==> config.mk <==
export PLATFORM = sky130hd
export DESIGN_NAME = url_and_html_escape_codec
export DESIGN_NICKNAME = d
export VERILOG_FILES = /design/src/hdl/ueh_pkg.sv /design/src/hdl/ueh_front.sv /design/src/hdl/ueh_fifo.sv /design/src/hdl/ueh_back.sv /design/src/hdl/url_and_html_escape_codec.sv
export SDC_FILE = /design/constraint.sdc
export NUM_CORES = 1
export LEC_CHECK = 0
export BUFFER_PORTS_ARGS = -buffer_cell sky130_fd_sc_hd__buf_2
export CAP_MARGIN = 10
export CORE_MARGIN = 4
export CORE_UTILIZATION = 45
export DETAILED_ROUTE_END_ITERATION = 8
export GPL_TIMING_DRIVEN = 0
export PLACE_DENSITY = 0.58
export SYNTH_ARGS = -nofsm -noshare
export SYNTH_HDL_FRONTEND = slang
export SYNTH_SLANG_ARGS = --single-unit
==> constraint.sdc <==
create_clock -name clk -period 7 [get_ports clk]
set_clock_uncertainty 0.2 [all_clocks]
set_input_delay 0.35 -clock clk [delete_from_list [all_inputs] [get_ports clk]]
set_output_delay 0.35 -clock clk [all_outputs]
set_load 0.005 [all_outputs]
==> src/hdl/ueh_pkg.sv <==
// Package: types, constants and character helpers for the URL / HTML text codec.
`default_nettype none

package ueh_pkg;

  typedef enum logic [1:0] {
    MODE_URL_ENC  = 2'd0,
    MODE_URL_DEC  = 2'd1,
    MODE_HTML_ENC = 2'd2,
    MODE_HTML_DEC = 2'd3
  } mode_t;

  localparam int HELD_DEPTH  = 5;
  localparam int ENT_NUM     = 5;
  localparam int MAX_RESULTS = 6;
  localparam int FIFO_DEPTH  = 4;
  localparam int FIFO_AW     = $clog2(FIFO_DEPTH);
  localparam int FIFO_CW     = $clog2(FIFO_DEPTH + 1);
  localparam int CNT_W       = $clog2(MAX_RESULTS + 1);
  localparam int IDX_W       = $clog2(MAX_RESULTS);

  localparam logic [7:0] CH_PCT   = 8'h25;
  localparam logic [7:0] CH_PLUS  = 8'h2B;
  localparam logic [7:0] CH_MINUS = 8'h2D;
  localparam logic [7:0] CH_SPACE = 8'h20;
  localparam logic [7:0] CH_AMP   = 8'h26;

  localparam logic [7:0] ENT_TEXT [ENT_NUM][MAX_RESULTS] = '{
    '{8'h26, 8'h61, 8'h6D, 8'h70, 8'h3B, 8'h00},
    '{8'h26, 8'h6C, 8'h74, 8'h3B, 8'h00, 8'h00},
    '{8'h26, 8'h67, 8'h74, 8'h3B, 8'h00, 8'h00},
    '{8'h26, 8'h71, 8'h75, 8'h6F, 8'h74, 8'h3B},
    '{8'h26, 8'h23, 8'h33, 8'h39, 8'h3B, 8'h00}
  };
  localparam logic [CNT_W-1:0] ENT_LEN [ENT_NUM] = '{3'd5, 3'd4, 3'd4, 3'd6, 3'd5};
  localparam logic [7:0] ENT_CHAR [ENT_NUM] = '{8'h26, 8'h3C, 8'h3E, 8'h22, 8'h27};

  typedef struct packed {
    logic [MAX_RESULTS-1:0][7:0] bytes;
    logic [CNT_W-1:0]            cnt;
    logic                        last;
  } entry_t;

  typedef struct packed {
    logic full;
    logic empty;
  } fifo_stat_t;

  function automatic logic [7:0] hex_digit(input logic [3:0] nib);
    logic [7:0] base;
    base = (nib < 4'd10) ? 8'h30 : 8'h37;
    return {4'b0000, nib} + base;
  endfunction

  function automatic logic is_unreserved(input logic [7:0] c);
    return c inside {[8'h41:8'h5A], [8'h61:8'h7A], [8'h30:8'h39], 8'h2D, 8'h5F, 8'h2E, 8'h7E};
  endfunction

  function automatic logic is_space(input logic [7:0] c);
    return (c == CH_SPACE) || (c inside {[8'h09:8'h0D]});
  endfunction

  // Returns {valid, digit}.
  function automatic logic [4:0] hex_val(input logic [7:0] c);
    logic [4:0] r;
    r = 5'd0;
    if (c inside {[8'h30:8'h39]}) r = {1'b1, 4'(c - 8'h30)};
    else if (c inside {[8'h41:8'h46]}) r = {1'b1, 4'(c - 8'h37)};
    else if (c inside {[8'h61:8'h66]}) r = {1'b1, 4'(c - 8'h57)};
    return r;
  endfunction

  function automatic logic [7:0] plus_map(input logic [7:0] c);
    return (c == CH_PLUS) ? CH_SPACE : c;
  endfunction

  function automatic logic [7:0] pair_value(input logic [7:0] a, input logic [7:0] b);
    logic [4:0] va;
    logic [4:0] vb;
    logic [7:0] r;
    va = hex_val(a);
    vb = hex_val(b);
    if (is_space(a) || a == CH_PLUS) r = vb[4] ? {4'b0000, vb[3:0]} : 8'h00;
    else if (a == CH_MINUS) r = vb[4] ? 8'(8'h00 - {4'b0000, vb[3:0]}) : 8'h00;
    else if (!va[4]) r = 8'h00;
    else if (!vb[4]) r = {4'b0000, va[3:0]};
    else r = {va[3:0], vb[3:0]};
    return r;
  endfunction

endpackage

`default_nettype wire

==> src/hdl/ueh_front.sv <==
// Front end: mode register, held bytes, and per-beat classification into result entries.
`default_nettype none

module ueh_front import ueh_pkg::*; (
  input  logic       clk,
  input  logic       rst_n,
  input  logic       cfg_we,
  input  logic [1:0] cfg_wdata,
  input  logic       in_tvalid,
  output logic       in_tready,
  input  logic [7:0] in_tdata,
  input  logic       in_tlast,
  input  fifo_stat_t q_stat,
  output logic       q_push,
  output entry_t     q_entry
);

  mode_t            mode_r;
  logic [CNT_W-1:0] hc_r;
  logic [CNT_W-1:0] hc_nxt;
  logic [7:0]       held_r [HELD_DEPTH];
  logic             hold_we;
  logic [2:0]       hold_idx;
  logic [CNT_W-1:0] hc_eff;
  logic [CNT_W-1:0] len;
  logic [7:0]       cand [MAX_RESULTS];
  logic [ENT_NUM-1:0] pre;
  logic [ENT_NUM-1:0] full;
  logic [7:0]       ent_ch;
  logic [CNT_W-1:0] n;
  logic [7:0]       ob [MAX_RESULTS];
  logic             accept;
  logic [7:0]       b;

  assign b         = in_tdata;
  assign in_tready = !q_stat.full;
  assign accept    = in_tvalid && in_tready;

  always_comb begin
    hc_eff = (hc_r > CNT_W'(HELD_DEPTH)) ? '0 : hc_r;
    len    = hc_eff + CNT_W'(1);
    for (int j = 0; j < HELD_DEPTH; j++) begin
      cand[j] = (CNT_W'(j) < hc_eff) ? held_r[j] : b;
    end
    cand[HELD_DEPTH] = b;
    ent_ch = 8'h00;
    for (int k = 0; k < ENT_NUM; k++) begin
      pre[k] = (len <= ENT_LEN[k]);
      for (int j = 0; j < MAX_RESULTS; j++) begin
        if (CNT_W'(j) < len && cand[j] != ENT_TEXT[k][j]) pre[k] = 1'b0;
      end
      full[k] = pre[k] && (len == ENT_LEN[k]);
      if (full[k]) ent_ch = ENT_CHAR[k];
    end
  end

  always_comb begin
    n        = '0;
    hc_nxt   = '0;
    hold_we  = 1'b0;
    hold_idx = '0;
    for (int k = 0; k < MAX_RESULTS; k++) ob[k] = b;
    case (mode_r)
      MODE_URL_ENC: begin
        if (is_unreserved(b)) begin
          n = CNT_W'(1);
        end else begin
          n     = CNT_W'(3);
          ob[0] = CH_PCT;
          ob[1] = hex_digit(b[7:4]);
          ob[2] = hex_digit(b[3:0]);
        end
      end
      MODE_URL_DEC: begin
        case (hc_r)
          CNT_W'(1): begin
            if (in_tlast) begin
              n     = CNT_W'(2);
              ob[0] = CH_PCT;
              ob[1] = plus_map(b);
            end else begin
              hold_we  = 1'b1;
              hold_idx = 3'd1;
              hc_nxt   = CNT_W'(2);
            end
          end
          CNT_W'(2): begin
            n     = CNT_W'(1);
            ob[0] = pair_value(held_r[1], b);
          end
          default: begin
            if (b == CH_PCT) begin
              if (in_tlast) begin
                n = CNT_W'(1);
              end else begin
                hold_we = 1'b1;
                hc_nxt  = CNT_W'(1);
              end
            end else begin
              n     = CNT_W'(1);
              ob[0] = plus_map(b);
            end
          end
        endcase
      end
      MODE_HTML_ENC: begin
        n = CNT_W'(1);
        for (int k = 0; k < ENT_NUM; k++) begin
          if (ENT_CHAR[k] == b) begin
            n = ENT_LEN[k];
            for (int j = 0; j < MAX_RESULTS; j++) ob[j] = ENT_TEXT[k][j];
          end
        end
      end
      MODE_HTML_DEC: begin
        for (int k = 0; k < MAX_RESULTS; k++) ob[k] = cand[k];
        if (hc_eff == '0) begin
          if (b == CH_AMP && !in_tlast) begin
            hold_we = 1'b1;
            hc_nxt  = CNT_W'(1);
          end else begin
            n = CNT_W'(1);
          end
        end else if (|full) begin
          n     = CNT_W'(1);
          ob[0] = ent_ch;
        end else if ((|pre) && len <= CNT_W'(HELD_DEPTH)) begin
          if (in_tlast) begin
            n = len;
          end else begin
            hold_we  = 1'b1;
            hold_idx = 3'(hc_eff);
            hc_nxt   = len;
          end
        end else if (b == CH_AMP && !in_tlast) begin
          n       = hc_eff;
          hold_we = 1'b1;
          hc_nxt  = CNT_W'(1);
        end else begin
          n = len;
        end
      end
      default: begin
        n = CNT_W'(1);
      end
    endcase
  end

  always_comb begin
    for (int k = 0; k < MAX_RESULTS; k++) q_entry.bytes[k] = ob[k];
    q_entry.cnt  = n;
    q_entry.last = in_tlast;
  end

  assign q_push = accept && (n != '0);

  always_ff @(posedge clk) begin
    if (!rst_n) begin
      mode_r <= MODE_URL_ENC;
      hc_r   <= '0;
    end else if (cfg_we) begin
      mode_r <= mode_t'(cfg_wdata);
      hc_r   <= '0;
    end else if (accept) begin
      hc_r <= hc_nxt;
    end
  end

  always_ff @(posedge clk) begin
    if (accept && hold_we) begin
      held_r[hold_idx] <= b;
    end
  end

endmodule

`default_nettype wire

==> src/hdl/ueh_fifo.sv <==
// Short register queue of result entries between the front and back ends.
`default_nettype none

module ueh_fifo import ueh_pkg::*; (
  input  logic       clk,
  input  logic       rst_n,
  input  logic       push,
  input  entry_t     push_entry,
  input  logic       pop,
  output entry_t     head,
  output fifo_stat_t stat
);

  entry_t             mem_r [FIFO_DEPTH];
  logic [FIFO_AW-1:0] wp_r;
  logic [FIFO_AW-1:0] rp_r;
  logic [FIFO_CW-1:0] cnt_r;
  logic [FIFO_CW-1:0] cnt_nxt;

  assign head       = mem_r[rp_r];
  assign stat.full  = (cnt_r == FIFO_CW'(FIFO_DEPTH));
  assign stat.empty = (cnt_r == '0);

  always_comb begin
    cnt_nxt = cnt_r;
    if (push && !pop) cnt_nxt = cnt_r + FIFO_CW'(1);
    else if (pop && !push) cnt_nxt = cnt_r - FIFO_CW'(1);
  end

  always_ff @(posedge clk) begin
    if (!rst_n) begin
      wp_r  <= '0;
      rp_r  <= '0;
      cnt_r <= '0;
    end else begin
      if (push) wp_r <= wp_r + FIFO_AW'(1);
      if (pop) rp_r <= rp_r + FIFO_AW'(1);
      cnt_r <= cnt_nxt;
    end
  end

  always_ff @(posedge clk) begin
    if (push) begin
      mem_r[wp_r] <= push_entry;
    end
  end

endmodule

`default_nettype wire

==> src/hdl/ueh_back.sv <==
// Back end: serializes queued entries into output beats through an output register.
`default_nettype none

module ueh_back import ueh_pkg::*; (
  input  logic       clk,
  input  logic       rst_n,
  input  entry_t     head,
  input  fifo_stat_t q_stat,
  output logic       q_pop,
  output logic       out_tvalid,
  input  logic       out_tready,
  output logic [7:0] out_tdata,
  output logic       out_tlast
);

  logic [IDX_W-1:0] idx_r;
  logic             vld_r;
  logic [7:0]       data_r;
  logic             last_r;
  logic             load;
  logic             is_end;

  assign load   = !q_stat.empty && (!vld_r || out_tready);
  assign is_end = (CNT_W'(idx_r) + CNT_W'(1)) == head.cnt;
  assign q_pop  = load && is_end;

  assign out_tvalid = vld_r;
  assign out_tdata  = data_r;
  assign out_tlast  = last_r;

  always_ff @(posedge clk) begin
    if (!rst_n) begin
      vld_r <= 1'b0;
      idx_r <= '0;
    end else begin
      if (load) begin
        vld_r <= 1'b1;
        idx_r <= is_end ? '0 : idx_r + IDX_W'(1);
      end else if (out_tready) begin
        vld_r <= 1'b0;
      end
    end
  end

  always_ff @(posedge clk) begin
    if (load) begin
      data_r <= head.bytes[idx_r];
      last_r <= head.last && is_end;
    end
  end

endmodule

`default_nettype wire

==> src/hdl/url_and_html_escape_codec.sv <==
// Top level of the URL percent / HTML entity text codec.
// Beats go through the queue, then the output register. Throughput: one input beat per
// cycle while the queue has room and one output beat per cycle while out_tready is high;
// the back end's one-byte-per-cycle serializer sets the rate, so expanding bytes stall
// the input once the four-entry queue fills. Synchronous active-low reset clears the mode
// to URL encode, drops held bytes, empties the queue and clears the output valid.
`default_nettype none

module url_and_html_escape_codec import ueh_pkg::*; (
  input  logic       clk,
  input  logic       rst_n,
  input  logic       cfg_we,
  input  logic [1:0] cfg_wdata,   // mode
  input  logic       in_tvalid,
  output logic       in_tready,
  input  logic [7:0] in_tdata,    // in_byte
  input  logic       in_tlast,
  output logic       out_tvalid,
  input  logic       out_tready,
  output logic [7:0] out_tdata,   // out_byte
  output logic       out_tlast
);

  fifo_stat_t q_stat;
  logic       q_push;
  logic       q_pop;
  entry_t     q_in;
  entry_t     q_head;

  ueh_front u_front (
    .clk       (clk),
    .rst_n     (rst_n),
    .cfg_we    (cfg_we),
    .cfg_wdata (cfg_wdata),
    .in_tvalid (in_tvalid),
    .in_tready (in_tready),
    .in_tdata  (in_tdata),
    .in_tlast  (in_tlast),
    .q_stat    (q_stat),
    .q_push    (q_push),
    .q_entry   (q_in)
  );

  ueh_fifo u_fifo (
    .clk        (clk),
    .rst_n      (rst_n),
    .push       (q_push),
    .push_entry (q_in),
    .pop        (q_pop),
    .head       (q_head),
    .stat       (q_stat)
  );

  ueh_back u_back (
    .clk        (clk),
    .rst_n      (rst_n),
    .head       (q_head),
    .q_stat     (q_stat),
    .q_pop      (q_pop),
    .out_tvalid (out_tvalid),
    .out_tready (out_tready),
    .out_tdata  (out_tdata),
    .out_tlast  (out_tlast)
  );

endmodule

`default_nettype wire

==> results of run 1 <==
kinds of logic (layout without fill, tap and decap cells):
group | after synthesis | after routing | synth area share, %
compound gates | 266 | 266 | 12.8
xor+xnor | 22 | 22 | 1.39
fa+ha+maj | 26 | 26 | 2.41
buf+inv | 115 | 208 | 3.20
flops | 275 | 275 | 56.1
mux | 95 | 95 | 12.0
other cells | 0 | 1 | 0
simple gates | 328 | 328 | 12.2
metrics by stage:
stage	util, %	area (um^2)	hold WS, ns
6_report	51.2	16200	0.0308
5_1_grt	51.2	16200	0.00124
4_1_cts	51.2	16100	0.00146
3_5_place_dp	47.8	15100	0.281
3_3_place_gp	47.7	15000	0.266
2_1_floorplan	-	14400	0.249
registers in the layout, indices dropped and copies added, names as in the netlist, named ones only:
signal and count:
u_back.out_tdata 8, u_front.mode_r 2, u_fifo.wp_r 2, u_fifo.mem_r 208
u_front.held_r 40, u_fifo.rp_r 2, u_fifo.cnt_r 3, u_back.idx_r 3
u_back.out_tvalid 1, u_front.hc_r 3, u_back.out_tlast 1
placed cells by master (no fill, tap or decap), types with 6 or more instances in the layout:
| cell type | synthesis | layout |
|---|---|---|
| edfxtp_1 | 257 | 257 |
| nand2_1 | 85 | 85 |
| nor2_1 | 72 | 72 |
| o21ai_0 | 71 | 71 |
| mux4_2 | 61 | 61 |
| clkbuf_1 | 51 | 52 |
| a21oi_1 | 43 | 42 |
| inv_1 | 37 | 37 |
| nand3_1 | 37 | 37 |
| buf_2 | 6 | 32 |
| clkbuf_16 | 0 | 29 |
| mux2i_1 | 25 | 25 |
| ha_1 | 23 | 23 |
| o22ai_1 | 21 | 21 |
| dfxtp_1 | 18 | 18 |
| nor3_1 | 15 | 15 |
| nand4_1 | 14 | 14 |
| and2_1 | 17 | 13 |
| buf_1 | 12 | 12 |
| xnor2_1 | 12 | 12 |
| dlygate4sd3_1 | 0 | 12 |
| o211ai_1 | 10 | 10 |
| clkinv_1 | 2 | 9 |
| mux2_2 | 9 | 9 |
| a31oi_1 | 9 | 9 |
| a22oi_1 | 9 | 9 |
| xor2_1 | 9 | 9 |
| nand3b_1 | 8 | 8 |
| nor2b_1 | 7 | 7 |
| nand2b_1 | 7 | 7 |
| nor4_1 | 8 | 7 |
| a211oi_1 | 7 | 7 |
| clkinv_2 | 0 | 7 |
| o31ai_1 | 6 | 6 |
| and3_1 | 6 | 6 |
| nor3b_1 | 6 | 6 |
| o221ai_1 | 6 | 6 |
| a21boi_0 | 6 | 6 |
worst paths after layout:
check                                      start                             end  slack, ns  cells past startpoint
hold / removal                       in_tdata[1]  u_front.held_r[2][1]$_DFFE_PP_       0.03                      1
setup / recovery    u_front.hc_r[0]$_SDFFE_PP0P_    u_fifo.cnt_r[2]$_SDFFE_PN0P_       1.31                     19
setup reg to reg    u_front.hc_r[0]$_SDFFE_PP0P_    u_fifo.cnt_r[2]$_SDFFE_PN0P_       1.31                     19
hold reg to reg   u_back.out_tvalid$_SDFFE_PN0P_  u_back.out_tvalid$_SDFFE_PN0P_       0.28                      2
routing by layer:
metal / wire, um / global-route usage (%) / vias up
li1: - / - / 4593
met1: 19100 / 35.8 / 5197
met2: 20900 / 40.8 / 519
met3: 3400 / 3.60 / 125
met4: 2000 / 10.1 / 0
met5: 0 / 0 / -
layout make-up:
class,count,area (um^2)
fillers,2752,15400
diodes,1,2.50
clock buffers,30,729
multi-input cells,737,5890
clock inverters,23,213
flip-flops and latches,275,8080
plain buffers,74,308
well taps,402,503
inverters,41,154
repair buffers,40,273
power groups by stage:
stage               Sequential, mW  Clock [mW]  Combinational [mW]
CTS                           2.18        1.55                1.14
floorplan                     2.20           0               0.732
finish                        2.17        1.52                1.12
detailed placement            2.21           0                1.13
global route                  2.20        1.62                1.22
global placement              2.22           0                1.10
==> impl_metrics.toml, run 1 <==
[timing]
slew_headroom_pct = 29.0
slew_violations = 0
layout_min_cycle_time_ns = 5.69
tns_ns = 0
grt_setup_unrepaired = "no"
max_freq_mhz = 176
fin_ws_ns = 1.31
setup_viol = 0
min_period_over_period_pct = 81.3
finalHoldViolations = 0
tightest_slew_ns = 1.05

[setup_path]
critPathLaunchType = "flop"
crit_type = "reg2reg"
cpPeakStageDelay_ns = 0.77
crit_path_top_delay_cell = "nor3_1"
worstPathMaxFanout = 10
crit_arrival_ns = 6.00
crit_family = "simple AND/OR/NAND/NOR gates"
cp_common_cell = "ha_1"
end_kind = "flop"
crit_required_ns = 7.31
path_cells = "buf_1, nand2_1, inv_1, ha_1, ha_1, clkbuf_1, nor3_1, a21oi_1, o221ai_1, nor2_1, o21ai_1, a41oi_2, a21oi_4, ha_1, inv_1, fa_1, xor2_1, or3_1, a21boi_0"
worst-path-buf-inv = 4

[clock_network]
clk_pin_slew_ns = 0.06
cts_resized = 0
clk_latency_ns = 0.58
numCtsBuffers = 29
clock-root-buffer = "clkbuf_16"
hold_buffers = 12
cts.path.max_buffers = 3
cts_tree = "done"
cts_sinks = 275
htree_num_levels = 1
cts_setup_buffers = 0

[drt]
routed_wl_mm = 45.4
dr.pass1.iters = 6
drc = 0
wl_per_cell_um = 28.0
vias = 10400
drtAntennaViolNets = 0
vias_per_cell = 6.43
drt_iter0_drc = 1179

[pwr]
p_int_mw = 3.43
pwr-share-clk_pct = 31.6
p_comb_share_pct = 23.2
finalPower_mw = 4.82
p_switching_mw = 1.39
irDropWorstVdd_mv = 0.196
static-leakage-power_nw = 5.31
switching_share_pct = 28.8
pwr-share-seq_pct = 45.1
powerDensity_nw_per_um2 = 298

[outcome]
status = "complete, no violations"

[global_route]
grt_pass1_vias = 10200
grt_max_degree = 53
grtUsageTotal_pct = 25.6
grt_pass1_wl_mm = 67.7
overflow = 0
antenna_found_initial = 0

[synth]
synth_ff_type = "edfxtp_1"
ys_ff_latch = 275
ys.warnings.count = 0
synth_area_leaders = "edfxtp_1 54%, mux4_2 9.5%, dfxtp_1 2.5%"
synthesis.area_um2 = 14400
ys_types = 100
yosysMostFrequentCell = "edfxtp_1"
async_reset_ff_share_pct = 0
seq_area_frac_synth_pct = 56.1
yosysTopAreaCell = "edfxtp_1"
synth_common_cells = "257 x edfxtp_1, 85 x nand2_1, 72 x nor2_1"
synth_edf_count = 257
syn-num-nets = 1169
synth_area_per_cell_um2 = 12.8
netlist.area_leader.share_pct = 53.6
syn-instance-count = 1127

[die]
rows = 65
die_area_um2 = 35000
fp.dieW_um = 187
ioPinCount = 27
die_h_um = 187
coreArea_um2 = 31600
initial_core_util_pct = 45.7

[final_layout]
area_growth_pct = 12.1
fin_nets = 1240
drive_gt1_share_pct = 15.7
layout.cells.non_filler = 1623

[flow_run]
max_cap_violations = 0

[placement]
placed_cells = 1557
port_buffers = 26
pre_cts_ws_ns = 1.40
dpl.hpwl_mm = 32.1
place_congestion = 0.973

[hold_path]
min_path_type = "in2reg"
Power figures use the tool's default switching activity.
==> inputs of run 2 (changes only) <==
clock period = 5.3 ns   (was 7 ns; I/O delays follow)
==> run 2 against run 1 <==
  * Routed wire length about the same
  * Cell count increased by 0.49%
  * Sequential power increased by 32%
  * Worst hold slack got worse by 0.020 ns
  * Core utilization increased by 0.38 points
  * Critical path depth unchanged
  * First-iteration DRC count increased by 5.1%
  * Combinational power increased by 32%
  * Largest power group unchanged
  * Critical endpoint unchanged
  * Highest routed layer unchanged
==> impl_metrics.toml, run 2 (synthesis results as in run 1) <==
[die]
die_h_um = 187
rows = 65
die_area_um2 = 35000
fp.dieW_um = 187
initial_core_util_pct = 45.7
ioPinCount = 27
coreArea_um2 = 31600

[setup_path]
r2r-start = "u_front.hc_r[1]$_SDFFE_PP0P_"
crit_end = "u_fifo.cnt_r[2]$_SDFFE_PN0P_"
critPathLaunchType = "input port"
end_kind = "flop"
crit_type = "in2reg"
r2r_slack_ns = 0.32
crit_arrival_ns = 5.31
worstPathMaxFanout = 14
r2r_cells = 22
crit_required_ns = 5.61
timing.rr.end = "u_fifo.cnt_r[2]$_SDFFE_PN0P_"
crit_start = "in_tdata[0]"

[final_layout]
fin_nets = 1248
drive_gt1_share_pct = 16.9
layout_commonest_cell = "edfxtp_1"
layout.cells.non_filler = 1631
nFillCells = 2749
area_growth_pct = 12.9
final_util_pct = 51.6
largest_reg_flops = 208
final_cell_mix = "257 x edfxtp_1, 84 x nand2_1, 72 x nor2_1"
largest_register = "u_fifo.mem_r"

[placement]
place_congestion = 0.973
dpl.hpwl_mm = 32.1
placed_cells = 1557
pre_cts_ws_ns = -0.297
port_buffers = 26

[drt]
drtAntennaViolNets = 0
routed_wl_mm = 45.4
drc = 0
wl_per_cell_um = 27.8
dr.pass1.iters = 6
drt_iter0_drc = 1239
vias = 10400
vias_per_cell = 6.40

[timing]
setup_viol = 0
grt_setup_unrepaired = "no"
tightest_slew_ns = 1.03
min_period_over_period_pct = 94.3
layout_min_cycle_time_ns = 5.00
slew_violations = 0
fin_ws_ns = 0.304
slew_headroom_pct = 30.1
max_freq_mhz = 200
finalHoldViolations = 0

[clock_network]
clk_pin_slew_ns = 0.06
cts_sinks = 275
cts_tree = "done"
htree_num_levels = 1
clk_latency_ns = 0.59
cts.path.max_buffers = 3
numCtsBuffers = 29
clock-root-buffer = "clkbuf_16"

[pwr]
switching_share_pct = 28.7
static-leakage-power_nw = 5.36
p_comb_share_pct = 23.3
irDropWorstVdd_mv = 0.260
pwr-share-clk_pct = 31.5
pwr-share-seq_pct = 45.1
p_switching_mw = 1.83
powerDensity_nw_per_um2 = 391
finalPower_mw = 6.36
p_int_mw = 4.54

[global_route]
grtUsageTotal_pct = 25.6
grt_pass1_vias = 10200
grt_max_degree = 53
grt_pass1_wl_mm = 67.7
overflow = 0
antenna_found_initial = 0

[outcome]
status = "complete, no violations"

[hold_path]
min_path_type = "in2reg"

[flow_run]
max_cap_violations = 0
run 2: cell count changes in the layout (fill, tap and decap cells not counted), sizes merged:
cell / delta
inv: -1
clkinvlp: +1
dlygate4sd3: +3
buf: +5
run 2: worst min-delay path by stage:
| stage | startpoint | to | slack, ns | cells past startpoint |
|---|---|---|---|---|
| after global placement | u_back.out_tvalid$_SDFFE_PN0P_ | u_back.out_tvalid$_SDFFE_PN0P_ | 0.27 | 2 |
| final | cfg_we | u_front.hc_r[2]$_SDFFE_PP0P_ | 0.01 | 3 |
| after detailed placement | u_back.out_tvalid$_SDFFE_PN0P_ | u_back.out_tvalid$_SDFFE_PN0P_ | 0.28 | 2 |
| after CTS | cfg_we | u_front.hc_r[2]$_SDFFE_PP0P_ | 0.005 | 3 |
| after floorplan | in_tlast | u_fifo.mem_r[0][0]$_DFFE_PP_ | 0.16 | 0 |
| after global routing | cfg_we | u_front.hc_r[2]$_SDFFE_PP0P_ | 0.04 | 3 |
run 2: through the flow:
stage | setup TNS [ns] | hold slack [ns] | area (um^2)
after floorplan | 0 | 0.164 | 14400
after global placement | -349.10 | 0.266 | 15000
after detailed placement | -27.59 | 0.281 | 15100
after CTS | 0 | 0.00516 | 16200
after global routing | 0 | 0.0382 | 16300
final | 0 | 0.0107 | 16300
run 2: layout make-up:
type,count,area [um^2],share of cell area (%)
Inverter,41,158,0.969
Clock inverter,23,213,1.31
Sequential cell,275,8080,49.6
Buffer,73,308,1.89
Tap cell,402,503,3.09
Multi-Input combinational cell,737,5940,36.5
Timing Repair Buffer,49,348,2.14
Clock buffer,30,729,4.48
Antenna cell,1,2.50,0.0154
run 2: power groups by stage:
stage          clock network [mW]  registers, mW  logic (mW)
2_1_floorplan                   0           2.91       0.967
4_1_cts                      2.05           2.87        1.51
3_5_place_dp                    0           2.92        1.50
6_report                     2.01           2.87        1.48
5_1_grt                      2.14           2.90        1.62
3_3_place_gp                    0           2.93        1.45
run 2: critical path, stage by stage:
cell and delay [ns]:
dlygate4sd3_1 0.52, buf_2 0.45, clkinvlp_4 0.35, ha_1 0.27, clkbuf_1 0.21, nand3_1 0.38
nand2_1 0.36, o21ai_1 0.48, o221ai_1 0.26, nor2_1 0.13, o21ai_1 0.08, a41oi_2 0.40
a21oi_4 0.12, ha_1 0.24, inv_1 0.07, fa_1 0.17, xor2_1 0.07, or3_1 0.31
a21boi_0 0.16
run 2: per-layer routing:
layer / vias up / GRT usage, % / wire length, um
met1: 5157 / 35.6 / 18800
met3: 143 / 3.79 / 3520
met4: 0 / 9.95 / 2150
met2: 548 / 41.1 / 20900
li1: 4598 / - / -
met5: - / 0 / 0
run 2: timing repair:
action,CTS,global route
gates resized for setup,4,12
hold endpoints to repair,52,0
pin swaps,0,2
buffers inserted,0,6
setup endpoints to repair,209,210
hold buffers,15,0
